$ cat src/hdl/s16df_pkg.sv
`timescale 1ns / 1ps
// ----------------------------------------------------------------------------
// s16df_pkg: shared types and constants of the sum16 packet deframer
// Frame constants, result codes and the result struct that the parser
// hands to the top level.
// ----------------------------------------------------------------------------
package s16df_pkg;

  localparam logic [7:0]  HDR_HI     = 8'hEF;
  localparam logic [7:0]  HDR_LO     = 8'h01;
  localparam logic [7:0]  ID_DATA    = 8'h02;
  localparam logic [7:0]  ID_ACK     = 8'h07;
  localparam logic [7:0]  ID_END     = 8'h08;
  localparam logic [31:0] ADDR_RESET = 32'hFFFF_FFFF;

  typedef enum logic [1:0] {
    KIND_DATA  = 2'd0,
    KIND_GOOD  = 2'd1,
    KIND_ERROR = 2'd2
  } kind_t;

  typedef enum logic [2:0] {
    ERR_NONE     = 3'd0,
    ERR_HEADER   = 3'd1,
    ERR_ADDRESS  = 3'd2,
    ERR_ID       = 3'd3,
    ERR_LENGTH   = 3'd4,
    ERR_CHECKSUM = 3'd5
  } err_t;

  typedef struct packed {
    logic        vld;
    kind_t       kind;
    logic [7:0]  data;
    logic [7:0]  id;
    logic [15:0] len;
    err_t        err;
  } s16df_res_t;

endpackage

$ cat src/hdl/s16df_parser.sv
`timescale 1ns / 1ps
// ----------------------------------------------------------------------------
// s16df_parser: frame parser of the sum16 packet deframer
// Holds the parse state and decides, for each item, the next state and
// the result, if any, that the item causes.
// ----------------------------------------------------------------------------
module s16df_parser
  import s16df_pkg::*;
(
  input  logic        clk,
  input  logic        rst_n,
  input  logic        step,
  input  logic [7:0]  rx_byte,
  input  logic [31:0] dev_addr,
  output s16df_res_t  res
);

  typedef enum logic [3:0] {
    PH_HDR0  = 4'd0,
    PH_HDR1  = 4'd1,
    PH_ADDR0 = 4'd2,
    PH_ADDR1 = 4'd3,
    PH_ADDR2 = 4'd4,
    PH_ADDR3 = 4'd5,
    PH_ID    = 4'd6,
    PH_LENHI = 4'd7,
    PH_LENLO = 4'd8,
    PH_DATA  = 4'd9,
    PH_CKHI  = 4'd10,
    PH_CKLO  = 4'd11
  } phase_t;

  phase_t      phase_r, phase_nxt;
  logic [15:0] sum_r, sum_nxt;
  logic [15:0] left_r, left_nxt;
  logic [7:0]  id_r, id_nxt;
  logic [7:0]  hi_r, hi_nxt;
  logic [15:0] len_r, len_nxt;

  logic [7:0]  want;
  logic [15:0] word;
  logic [15:0] sum_add;
  logic [15:0] left_dec;
  logic [15:0] len_m2;

  assign word     = {hi_r, rx_byte};
  assign sum_add  = sum_r + {8'd0, rx_byte};
  assign left_dec = left_r - 16'd1;
  assign len_m2   = word - 16'd2;

  always_comb begin
    unique case (phase_r)
      PH_ADDR0: want = dev_addr[31:24];
      PH_ADDR1: want = dev_addr[23:16];
      PH_ADDR2: want = dev_addr[15:8];
      default:  want = dev_addr[7:0];
    endcase
  end

  always_comb begin
    phase_nxt = phase_r;
    sum_nxt   = sum_r;
    left_nxt  = left_r;
    id_nxt    = id_r;
    hi_nxt    = hi_r;
    len_nxt   = len_r;
    res.vld   = 1'b0;
    res.kind  = KIND_ERROR;
    res.data  = 8'd0;
    res.err   = ERR_NONE;

    unique case (phase_r)
      PH_HDR0: begin
        if (rx_byte != HDR_HI) begin
          res.vld = 1'b1;
          res.err = ERR_HEADER;
        end else begin
          id_nxt    = 8'd0;
          len_nxt   = 16'd0;
          sum_nxt   = 16'd0;
          left_nxt  = 16'd0;
          phase_nxt = PH_HDR1;
        end
      end
      PH_HDR1: begin
        if (rx_byte != HDR_LO) begin
          res.vld   = 1'b1;
          res.err   = ERR_HEADER;
          phase_nxt = PH_HDR0;
        end else begin
          phase_nxt = PH_ADDR0;
        end
      end
      PH_ADDR0, PH_ADDR1, PH_ADDR2, PH_ADDR3: begin
        if (rx_byte != want) begin
          res.vld   = 1'b1;
          res.err   = ERR_ADDRESS;
          phase_nxt = PH_HDR0;
        end else begin
          phase_nxt = phase_t'(phase_r + 4'd1);
        end
      end
      PH_ID: begin
        id_nxt = rx_byte;
        if (rx_byte != ID_DATA && rx_byte != ID_ACK && rx_byte != ID_END) begin
          res.vld   = 1'b1;
          res.err   = ERR_ID;
          phase_nxt = PH_HDR0;
        end else begin
          sum_nxt   = sum_add;
          phase_nxt = PH_LENHI;
        end
      end
      PH_LENHI: begin
        hi_nxt    = rx_byte;
        sum_nxt   = sum_add;
        phase_nxt = PH_LENLO;
      end
      PH_LENLO: begin
        sum_nxt = sum_add;
        if (word[15:1] == 15'd0) begin
          res.vld   = 1'b1;
          res.err   = ERR_LENGTH;
          phase_nxt = PH_HDR0;
        end else begin
          len_nxt   = len_m2;
          left_nxt  = len_m2;
          phase_nxt = (len_m2 == 16'd0) ? PH_CKHI : PH_DATA;
        end
      end
      PH_DATA: begin
        sum_nxt  = sum_add;
        left_nxt = left_dec;
        if (left_dec == 16'd0) begin
          phase_nxt = PH_CKHI;
        end
        res.vld  = 1'b1;
        res.kind = KIND_DATA;
        res.data = rx_byte;
      end
      PH_CKHI: begin
        hi_nxt    = rx_byte;
        phase_nxt = PH_CKLO;
      end
      PH_CKLO: begin
        res.vld   = 1'b1;
        phase_nxt = PH_HDR0;
        if (word != sum_r) begin
          res.err = ERR_CHECKSUM;
        end else begin
          res.kind = KIND_GOOD;
        end
      end
      default: begin
        phase_nxt = PH_HDR0;
      end
    endcase

    res.id  = id_nxt;
    res.len = len_nxt;
  end

  always_ff @(posedge clk) begin
    if (!rst_n) begin
      phase_r <= PH_HDR0;
      sum_r   <= 16'd0;
      left_r  <= 16'd0;
      id_r    <= 8'd0;
      hi_r    <= 8'd0;
      len_r   <= 16'd0;
    end else if (step) begin
      phase_r <= phase_nxt;
      sum_r   <= sum_nxt;
      left_r  <= left_nxt;
      id_r    <= id_nxt;
      hi_r    <= hi_nxt;
      len_r   <= len_nxt;
    end
  end

endmodule

$ cat src/hdl/sum16_packet_deframer_top.sv
`timescale 1ns / 1ps
// ----------------------------------------------------------------------------
// sum16_packet_deframer_top: receive deframer for sum16 checksummed packets
// Input register, frame parser and result register with valid/ready on
// each side and a one-register configuration port.
// ----------------------------------------------------------------------------
// Takes one received byte per cycle, with no gaps, while the result side
// keeps up. A byte is held in the input register, parsed by compare and
// 16-bit add logic that also updates the parse state, and a result, when
// the byte causes one, lands in the result register, which drives
// out_valid. A byte that causes no result still
// waits in the input register while the result register is full and not
// being taken. Header bytes EF 01 and the four address bytes (most
// significant first, from cfg_data) are checked, then the id, the
// big-endian length, the payload bytes (passed out one per result) and
// the big-endian sum16 checksum. Every error returns the parser to header
// hunting. Write cfg_data only while no item is in flight.
module sum16_packet_deframer_top
  import s16df_pkg::*;
(
  input  logic        clk,
  input  logic        rst_n,
  input  logic        in_valid,
  output logic        in_ready,
  input  logic [7:0]  in_rx_byte,
  output logic        out_valid,
  input  logic        out_ready,
  output logic [1:0]  out_kind,
  output logic [7:0]  out_payload_byte,
  output logic [7:0]  out_packet_id,
  output logic [15:0] out_payload_length,
  output logic [2:0]  out_error_code,
  input  logic        cfg_valid,
  output logic        cfg_ready,
  input  logic [31:0] cfg_data
);

  logic [31:0] addr_r;
  logic        byte_vld_r;
  logic [7:0]  byte_r;
  logic        out_vld_r;
  s16df_res_t  out_r;
  s16df_res_t  res;
  logic        step;

  assign cfg_ready = 1'b1;
  assign step      = byte_vld_r && (!out_vld_r || out_ready);
  assign in_ready  = !byte_vld_r || step;

  s16df_parser u_parser (
    .clk      (clk),
    .rst_n    (rst_n),
    .step     (step),
    .rx_byte  (byte_r),
    .dev_addr (addr_r),
    .res      (res)
  );

  always_ff @(posedge clk) begin
    if (!rst_n) begin
      addr_r     <= ADDR_RESET;
      byte_vld_r <= 1'b0;
      out_vld_r  <= 1'b0;
    end else begin
      if (cfg_valid && cfg_ready) begin
        addr_r <= cfg_data;
      end
      if (in_ready) begin
        byte_vld_r <= in_valid;
      end
      if (step && res.vld) begin
        out_vld_r <= 1'b1;
      end else if (out_ready) begin
        out_vld_r <= 1'b0;
      end
    end
  end

  always_ff @(posedge clk) begin
    if (in_valid && in_ready) begin
      byte_r <= in_rx_byte;
    end
    if (step && res.vld) begin
      out_r <= res;
    end
  end

  assign out_valid          = out_vld_r;
  assign out_kind           = out_r.kind;
  assign out_payload_byte   = out_r.data;
  assign out_packet_id      = out_r.id;
  assign out_payload_length = out_r.len;
  assign out_error_code     = out_r.err;

  a_data_no_err: assert property (@(posedge clk) disable iff (!rst_n)
    out_valid && out_kind == KIND_DATA |-> out_error_code == ERR_NONE)
    else $error("payload result carries an error code");

  a_err_has_code: assert property (@(posedge clk) disable iff (!rst_n)
    out_valid && out_kind == KIND_ERROR |-> out_error_code != ERR_NONE)
    else $error("error result without an error code");

  a_byte_only_data: assert property (@(posedge clk) disable iff (!rst_n)
    out_valid && out_kind != KIND_DATA |-> out_payload_byte == 8'd0)
    else $error("payload byte set on a non-payload result");

  a_step_has_room: assert property (@(posedge clk) disable iff (!rst_n)
    step && res.vld && out_vld_r |-> out_ready)
    else $error("result overwrites one not yet taken");

endmodule
$ cat config.mk
export PLATFORM = sky130hd
export DESIGN_NAME = sum16_packet_deframer_top
export DESIGN_NICKNAME = d
export VERILOG_FILES = /design/src/hdl/s16df_pkg.sv /design/src/hdl/s16df_parser.sv /design/src/hdl/sum16_packet_deframer_top.sv
export SDC_FILE = /design/constraint.sdc
export NUM_CORES = 1
export LEC_CHECK = 0
export ABC_AREA = 0
export ABC_CLOCK_PERIOD_IN_PS = 4000
export BUFFER_PORTS_ARGS = -buffer_cell sky130_fd_sc_hd__clkbuf_2
export CAP_MARGIN = 20
export CORE_ASPECT_RATIO = 0.6
export CORE_UTILIZATION = 49
export DETAILED_ROUTE_END_ITERATION = 10
export HOLD_SLACK_MARGIN = 0.15
export PLACE_DENSITY = 0.71
export REMOVE_ABC_BUFFERS = 1
export SLEW_MARGIN = 20
export SYNTH_ARGS = -nofsm -noshare
export SYNTH_HDL_FRONTEND = slang
export SYNTH_SLANG_ARGS = --single-unit
$ cat constraint.sdc
create_clock -name clk -period 4 [get_ports clk]
set_input_delay 0.2 -clock clk [delete_from_list [all_inputs] [get_ports clk]]
set_output_delay 0.2 -clock clk [all_outputs]
set_load 0.05 [all_outputs]
==> impl_metrics.toml, run 1 <==
[sta]
max_slew_margin_pct = 28.9
clock.fmax_mhz = 302
finClkSkew_ns = 0.0153
rsz0062_at_grt = "false"
setup_viol = 0
hold_viol = 0
period_needed_ns = 3.31
finalCritPeriodShare_pct = 82.7
drv_slew = 0
tightest_slew_ns = 1.07
setup_slack_ns = 0.693
tns_ns = 0

[layout]
design_area_um2 = 9060
diodes = 0
drive_gt1_share_pct = 15.1
nets = 974
area_growth_pct = 21.1
fin_cells = 1124

[route]
wl_met1_mm = 9.97
final_antenna_net_count = 0
top_layer = "met4"
dr_wl_met2_mm = 8.31
wl_mm = 20.6
first_iter_violations = 668
dr.pass1.iters = 5
post-route-drc-count = 0
num_vias = 6719
routedWlPerCell_um = 18.3
vias_per_cell = 5.98
wl_met3_mm = 2.05

[yosys]
synth_cell_type_count = 74
ys_ff_latch = 147
synth_edf_count = 45
syn_area_per_cell_um2 = 9.19
ys.flop_type = "dfxtp_1"
yosys_warnings = 0
async_flop_share_pct = 0
yosysSeqAreaShare_pct = 45.3
post_synth_inst_count = 815
synth_top_area_share_pct = 27.3
syn_area_um2 = 7490
yosysTopAreaCell = "dfxtp_1"
synth_area_leaders = "dfxtp_1, edfxtp_1, mux2i_1"

[floorplanning]
die_x_um = 162
rows = 34
die_y_um = 97.7
top_level_ports = 85
die_area_um2 = 15800
initial_core_util_pct = 50.9
core_um2 = 14700

[place]
gp_congestion = 0.894
pre_cts_ws_ns = 0.772
dp_hpwl_mm = 13.9
placed_area_um2 = 8000
port_buffers = 83
dp_cells = 1050

[power]
p_leak_nw = 3.62
power_density_nw_per_um2 = 397
total_power_mw = 3.60
ir_worst_vdd_mv = 0.260

[clock_network]
root_buffer = "clkbuf_16"
cts-htree-levels = 4
tritoncts = "built"
cts.sinks = 147
cts_buffer_depth = 2
clk_pin_slew_ns = 0.07
clk_latency_ns = 0.42
cts.repair.resized = 0
cts_buffers = 17

[global_routing]
grt_pass1_vias = 6088
grtUsageTotal_pct = 26.7
grt_max_degree = 57
antenna_found_initial = 0
grt_overflow = 0
grt_pass1_wl_mm = 32.9

[hold_path]
hold_start = "out_ready"
hold_path_class = "input pin to flip-flop"
hold_depth = 4
min_to = "byte_vld_r"

[setup_path]
cp.required_ns = 4.06
r2r_slack_ns = 0.69
critPathLaunchType = "flip-flop"
critPathMaxFanout = 37
cp_data_arrival_time_ns = 3.37
crit_type = "flip-flop to flip-flop"
worstRegToRegCells = 10
critPathCaptureType = "flip-flop"
timing.rr.end = "out_packet_id[3]"
r2r-start = "u_parser.phase_r[0]"
cp-startpoint = "u_parser.phase_r[0]"

[status]
outcome = "completed"

[job]
cap_violations = 0
-- layout by cell type (no fill, tap or decap), types with 10 or more instances in the layout --
cell type	instances
dfxtp_1	102
nand2_1	100
nor2_1	84
clkbuf_2	83
edfxtp_1	45
dlygate4sd3_1	42
o21ai_0	41
a21oi_1	38
mux2i_1	38
xnor2_1	29
a22oi_1	17
clkbuf_16	17
nor4_1	15
xor2_1	15
ha_1	15
nand4_1	14
a22o_1	14
nor3_1	14
nand3_1	13
inv_1	13
buf_4	12
and2_1	10
a2bb2oi_1	10
-- synthesized netlist by cell type, drive strengths merged (3+ instances only) --
master,number
o211ai,5
or3,6
nor2b,4
or4,3
nand4,14
nor2,85
o221ai,4
nand3b,5
mux2i,38
nand4b,8
ha,15
o31a,3
o21ai,43
and2,12
a21o,6
inv,13
dfxtp,102
nand2,100
xnor2,29
nand2b,8
a22oi,17
a2bb2oi,10
nor4,16
a21boi,4
edfxtp,45
and3,7
xor2,15
a211o,3
nor4b,3
a221oi,4
and3b,3
o31ai,5
a21oi,39
buf,20
nand3,13
a22o,14
a31oi,6
o22ai,5
nor3,16
clkbuf,38
-- critical path, stage by stage (launching register included) --
cell,delay (ns)
dfxtp_1,0.35
inv_1,0.11
ha_1,0.59
nor2b_1,0.19
nor3_1,0.52
o311a_1,0.25
a21oi_1,0.05
nand4_1,0.13
nand2_1,0.16
a21oi_4,0.15
buf_4,0.42
-- metal layers --
metal,up-vias,GRT usage (%)
met5,-,0
met4,0,8.35
met3,26,6.16
met2,341,36.1
met1,3200,41.4
li1,3152,-
-- state kept, by name (all words and copies together), names as in the netlist --
register	count
u_parser.id_r	8
out_packet_id	8
u_parser.hi_r	8
u_parser.sum_r	16
addr_r	32
byte_vld_r	1
out_error_code	3
u_parser.left_r	16
out_kind	2
out_payload_length	16
u_parser.len_r	16
byte_r	8
out_valid	1
u_parser.phase_r	4
out_payload_byte	8
-- kinds of logic after synthesis --
logic type	after synthesis	synth area share, %
AOI/OAI and AO/OA	184	16.5
DFF	147	45.3
buffers and inverters	71	3.96
adders and majority gates	16	2.77
muxes	39	5.23
xor gates and xnor gates	44	5.15
other	1	0.0501
and+or+nand+nor	313	21.0
-- per-stage QoR --
| stage | hold WS, ns | utilization (%) |
|---|---|---|
| final | 0.201 | 61.6 |
| after CTS | 0.180 | 61.6 |
| after global routing | 0.231 | 61.6 |
| after floorplan | 0.262 | - |
| after detailed placement | 0.380 | 54.4 |
| after global placement | 0.378 | 54.4 |
-- worst max path at each step --
stage / to / slack, ns / depth (start not counted)
after floorplan: out_error_code[0] / -0.21 / 8
after global placement: out_payload_length[9] / 0.84 / 7
after detailed placement: out_payload_length[5] / 0.77 / 7
after CTS: out_payload_byte[2] / 0.76 / 7
after global routing: out_payload_length[4] / 0.43 / 10
final: out_packet_id[3] / 0.69 / 10
-- report_power, final --
group          switching, mW  internal [mW]
Clock                  0.699           1.01
Combinational          0.168          0.105
Sequential            0.0368           1.57
-- layout make-up --
cell class                      instances  area (um^2)
Multi-Input combinational cell        597         3810
Tap cell                              198          248
Timing Repair Buffer                  137          926
Inverter                               13         48.8
Fill cell                            1217         5660
Sequential cell                       147         3390
Clock inverter                         15          214
Clock buffer                           17          425
-- timing repair --
| action | CTS | global route |
|---|---|---|
| setup buffers | 0 | 0 |
| hold endpoints to repair | 41 | 0 |
| hold buffers | 42 | 0 |
No activity file was read; power rests on OpenSTA's default activity.
==> run 2, diff against run 1 <==
--- a/config.mk
+++ b/config.mk
@@ -5,8 +5,8 @@
 export SDC_FILE = /design/constraint.sdc
 export NUM_CORES = 1
 export LEC_CHECK = 0
-export ABC_AREA = 0
-export ABC_CLOCK_PERIOD_IN_PS = 4000
+export ABC_AREA = 1
+export ABC_CLOCK_PERIOD_IN_PS = 2700
 export BUFFER_PORTS_ARGS = -buffer_cell sky130_fd_sc_hd__clkbuf_2
 export CAP_MARGIN = 20
 export CORE_ASPECT_RATIO = 0.6
==> constraint.sdc (replaced) <==
create_clock -name clk -period 2.7 [get_ports clk]
set_input_delay 0.135 -clock clk [delete_from_list [all_inputs] [get_ports clk]]
set_output_delay 0.135 -clock clk [all_outputs]
set_load 0.05 [all_outputs]
==> run 2 against run 1 <==
Core utilization increased by 0.35 points. Worst hold slack improved by 0.042 ns. Final cell count increased by 26%. Critical path depth increased by 1. Sequential power increased by 51%. Fmax increased by 31%. Die area increased by 4.5%. Largest cell class unchanged.
==> impl_metrics.toml, run 2 <==
[power]
power_density_nw_per_um2 = 547
ir_worst_vdd_mv = 0.294
total_power_mw = 5.24
p_leak_nw = 4.44

[setup_path]
critPathLaunchType = "flip-flop"
r2r_slack_ns = 0.18
cp.required_ns = 3.00
crit_type = "flip-flop to flip-flop"
r2r-start = "u_parser.phase_r[0]"
cp-startpoint = "u_parser.phase_r[0]"
cp_data_arrival_time_ns = 2.83
critPathCaptureType = "flip-flop"
critPathMaxFanout = 13

[sta]
rsz0062_at_grt = "false"
hold_viol = 0
setup_slack_ns = 0.178
tightest_slew_ns = 0.688
finClkSkew_ns = 0.0107
drv_slew = 0
period_needed_ns = 2.52
clock.fmax_mhz = 397
setup_viol = 0
finalCritPeriodShare_pct = 93.4
max_slew_margin_pct = 54.1

[route]
num_vias = 7636
wl_mm = 22.3
post-route-drc-count = 0
final_antenna_net_count = 0
vias_per_cell = 5.39
dr.pass1.iters = 5
first_iter_violations = 827
routedWlPerCell_um = 15.8

[yosys]
async_flop_share_pct = 0
synth_cell_type_count = 46
synth_edf_count = 45
ys_ff_latch = 147
yosys_warnings = 0
yosysSeqAreaShare_pct = 43.4
syn_area_per_cell_um2 = 7.36
netlist_top_cells_count = "nand2_1, inv_1, nor2_1"
syn_area_um2 = 7830
ys.flop_type = "dfxtp_1"
synth_area_leaders = "dfxtp_1, edfxtp_1, nand2_1"
synth_top_area_share_pct = 26.1
synth.most_common_cell = "nand2_1"
post_synth_inst_count = 1063
yosysTopAreaCell = "dfxtp_1"

[layout]
mostFrequentLayoutCells = "nand2_1, inv_1, nor2_1"
nFillCells = 1367
area_growth_pct = 22.3
diodes = 0
top_register = "addr_r"
nets = 1261
final_common_cell = "nand2_1"
drive_gt1_share_pct = 16.7
largest_reg_flops = 32

[job]
cap_violations = 0

[hold_path]
hold_start = "cfg_valid"
hold_path_class = "input pin to flip-flop"

[clock_network]
clk_pin_slew_ns = 0.07
tritoncts = "built"
clk_latency_ns = 0.43
cts-htree-levels = 4
cts.sinks = 147
cts_buffer_depth = 2
root_buffer = "clkbuf_16"
cts_buffers = 17

[global_routing]
grt_pass1_wl_mm = 35.1
grt_max_degree = 51
antenna_found_initial = 0
grt_overflow = 0
grt_pass1_vias = 6782
grtUsageTotal_pct = 27.8

[floorplanning]
initial_core_util_pct = 50.6
die_area_um2 = 16500
rows = 35
top_level_ports = 85
die_x_um = 165
core_um2 = 15500
die_y_um = 99.9

[place]
dp_hpwl_mm = 15.9
port_buffers = 83
pre_cts_ws_ns = 0.151
gp_congestion = 0.986

[status]
outcome = "completed"
run 2: path summary, 6_finish.rpt:
path / endpoint / depth (start not counted)
setup / recovery: u_parser.sum_r[12] / 11
hold / removal: addr_r[14] / 4
setup reg to reg: u_parser.sum_r[12] / 11
hold reg to reg: addr_r[1] / 2
run 2: cells by family after synthesis:
group,Yosys count,share of synthesized area [%]
xor gates and xnor gates,17,1.90
DFF,147,43.4
buffers and inverters,171,8.70
AOI/OAI and AO/OA,209,15.0
and+or+nand+nor,502,28.3
other,1,0.0479
adders and majority gates,16,2.65
run 2: power breakdown:
group | total (mW) | internal, mW | switching, mW
clock | 2.24 | 1.20 | 1.04
sequential | 2.43 | 2.38 | 0.0535
combinational | 0.565 | 0.192 | 0.372
run 2: layer usage:
layer | routed length (um) | GRT usage [%] | up-vias
met3 | 2300 | 5.95 | 32
met1 | 11000 | 43.3 | 3462
met4 | 225 | 5.86 | 0
met2 | 8770 | 38.6 | 378
li1 | - | - | 3764
met5 | 0 | 0 | -
run 2: final cells by class:
cell class                 instances  area, um^2  share of cell area [%]
inverter                         137         522                    5.45
timing repair buffer             152        1070                    11.2
multi-input combinational        745        3780                    39.5
sequential                       147        3400                    35.5
clock buffer                      18         429                    4.48
clock inverter                    14         119                    1.24
tap                              203         254                    2.65
run 2: critical path: stages, from the launching register on:
cell     delay (ns)
dfxtp_2        0.35
inv_1          0.15
ha_2           0.29
inv_1          0.08
nor2_1         0.20
inv_2          0.16
nand3_1        0.19
inv_2          0.11
a21oi_4        0.38
nand3_2        0.18
nor3_1         0.24
nor3_2         0.07
run 2: timing repair:
item                                    in CTS  in global routing
endpoints found under the setup margin       0                 41
hold buffers                                44                  0
gates resized for setup                      0                 12
buffers inserted                             0                  1
hold endpoints to repair                    42                  0
run 2: per-stage QoR:
step / cell area, um^2 / utilization, % / hold WS [ns] / instances / TNS, ns
global route: 9570 / 61.9 / 0.289 / 1416 / 0
CTS: 9510 / 61.5 / 0.235 / 1414 / 0
finish: 9570 / 61.9 / 0.242 / 1416 / 0
floorplan: 7670 / - / 0.219 / 1029 / -4.06
detailed placement: 8520 / 55.1 / 0.314 / 1338 / 0
global placement: 8520 / 55.1 / 0.312 / 1338 / 0
==> run 3, diff against run 2 <==
--- a/config.mk
+++ b/config.mk
@@ -6,14 +6,13 @@
 export NUM_CORES = 1
 export LEC_CHECK = 0
 export ABC_AREA = 1
-export ABC_CLOCK_PERIOD_IN_PS = 2700
 export BUFFER_PORTS_ARGS = -buffer_cell sky130_fd_sc_hd__clkbuf_2
 export CAP_MARGIN = 20
 export CORE_ASPECT_RATIO = 0.6
 export CORE_UTILIZATION = 49
 export DETAILED_ROUTE_END_ITERATION = 10
 export HOLD_SLACK_MARGIN = 0.15
-export PLACE_DENSITY = 0.71
+export PLACE_DENSITY_LB_ADDON = 0.1
 export REMOVE_ABC_BUFFERS = 1
 export SLEW_MARGIN = 20
 export SYNTH_ARGS = -nofsm -noshare
==> run 3 against run 2 <==
Clock power grew 12%. Via count down 0.75%. Clock skew about the same. Critical path depth increased by 4. Global-route usage grew 1.1 points. Worst hold slack got worse by 0.075 ns. Core utilization up 0.37 points. Sequential share of layout area decreased by 0.24 points. Critical path type unchanged. Critical endpoint is now out_error_code[1].
==> impl_metrics.toml, run 3 (synthesis results as in run 2) <==
[setup_path]
critPathLaunchType = "flip-flop"
crit_type = "flip-flop to flip-flop"
cp.required_ns = 2.88
max_stage_delay_ns = 0.44
crit_buf_inv = 2
r2r_slack_ns = 0.16
critPathCaptureType = "flip-flop"
cp_common_cell = "nand2_1"
cp_data_arrival_time_ns = 2.72
path_delay_family = "simple AND/OR/NAND/NOR gates"
critPathMaxFanout = 18
slowest_stage = "dfxtp_1"
worstPathCellList = "nor2_4 -> nand2_1 -> nor2_1 -> nor2_1 -> nand2_1 -> nand2_1 -> nand2_1 -> nand2_1 -> nor2_4 -> nand2_1 -> nand2_1 -> nand3_1 -> nand2_1 -> inv_2 -> clkbuf_16"

[route]
post-route-drc-count = 0
first_iter_violations = 806
num_vias = 7579
routedWlPerCell_um = 16.2
dr.pass1.iters = 5
wl_mm = 22.9
final_antenna_net_count = 0
vias_per_cell = 5.36

[place]
dp_hpwl_mm = 16.4
dp_cells = 1338
placed_area_um2 = 8530
pre_cts_ws_ns = 0.0908
gp_congestion = 0.939
port_buffers = 83

[sta]
holdWs_ns = 0.167
tns_ns = 0
setup_slack_ns = 0.160
finClkSkew_ns = 0.0111
hold_viol = 0
clock.fmax_mhz = 394
period_needed_ns = 2.54
tightest_slew_ns = 0.722
setup_viol = 0
finalCritPeriodShare_pct = 94.1
max_slew_margin_pct = 51.8
drv_slew = 0

[global_routing]
grt_pass1_vias = 6781
grt_overflow = 0
antenna_found_initial = 0
grt_pass1_wl_mm = 36.0
grt_max_degree = 53
grtUsageTotal_pct = 28.8

[clock_network]
clk_latency_ns = 0.43
clk_pin_slew_ns = 0.07
cts_buffers = 17
cts_setup_buffers = 0
cts.sinks = 147
root_buffer = "clkbuf_16"
tritoncts = "built"
cts_buffer_depth = 2
cts-htree-levels = 4

[power]
power_density_nw_per_um2 = 571
p_clk_share_pct = 45.4
netSwitchingFraction_pct = 27.6
p_comb_share_pct = 10.4
total_power_mw = 5.50
internal-power_mw = 3.98
pwr-share-seq_pct = 44.1
p_sw_mw = 1.52
ir_worst_vdd_mv = 0.364
p_leak_nw = 4.49

[floorplanning]
initial_core_util_pct = 50.6
die_area_um2 = 16500
die_x_um = 165
die_y_um = 99.9
rows = 35
core_um2 = 15500
top_level_ports = 85

[layout]
diodes = 0
area_growth_pct = 23.1
top_register = "addr_r"
final_common_cell = "nand2_1"
largest_reg_flops = 32
fin_cells = 1414
mostFrequentLayoutCells = "nand2_1, inv_1, nor2_1"
nFillCells = 1409
nets = 1259
fin_util_pct = 62.3
drive_gt1_share_pct = 16.6
design_area_um2 = 9630

[job]
cap_violations = 0

[status]
outcome = "completed"

[hold_path]
hold_path_class = "input pin to flip-flop"
-- run 3: cell types whose count changed in the layout (fill, tap and decap cells not counted), moves of 2 or more --
cell	change
buf_4	-2
bufinv_16	+2
inv_8	+2
clkinvlp_4	-5
dfxtp_1	+2
dfxtp_2	-2
-- run 3: layout make-up --
cell class,count,area [um^2],area share [%]
Inverter,137,522,5.42
Clock buffer,17,425,4.42
Timing Repair Buffer,150,1070,11.1
Clock inverter,15,185,1.92
Tap cell,203,254,2.64
Sequential cell,147,3400,35.3
Multi-Input combinational cell,745,3780,39.2
-- run 3: power by group through the flow --
| stage | Clock [mW] | Sequential [mW] | Combinational, mW |
|---|---|---|---|
| after CTS | 2.51 | 2.43 | 0.559 |
| after global placement | 0 | 2.47 | 0.502 |
| after global routing | 2.60 | 2.43 | 0.627 |
| after floorplan | 0 | 2.56 | 0.230 |
| after detailed placement | 0 | 2.47 | 0.509 |
| final | 2.50 | 2.43 | 0.574 |
-- run 3: what timing repair did --
item / in CTS / in global routing
setup endpoints to repair: 0 / 39
hold endpoints to repair: 42 / 0
hold buffers: 43 / 0
resized for setup: 0 / 11
-- run 3: path summary, 6_finish.rpt --
check,end,startpoint,cells past startpoint
max,out_error_code[1],u_parser.phase_r[3],15
max reg2reg,out_error_code[1],u_parser.phase_r[3],15
min reg2reg,addr_r[6],addr_r[6],2
min,out_valid,rst_n,3
-- run 3: layer usage --
metal | vias up | GRT usage [%] | wire length [um]
met4 | 0 | 6.63 | 175
met1 | 3486 | 46.7 | 11900
met3 | 17 | 5.21 | 2020
met2 | 306 | 38.6 | 8760
li1 | 3770 | - | -
met5 | - | 0 | 0
-- run 3: worst reg2reg max path, stage by stage (launching register included) --
cell       delay (ns)
dfxtp_1          0.44
nor2_4           0.32
nand2_1          0.14
nor2_1           0.26
nor2_1           0.12
nand2_1          0.07
nand2_1          0.04
nand2_1          0.06
nand2_1          0.08
nor2_4           0.17
nand2_1          0.07
nand2_1          0.08
nand3_1          0.07
nand2_1          0.10
inv_2            0.08
clkbuf_16        0.19
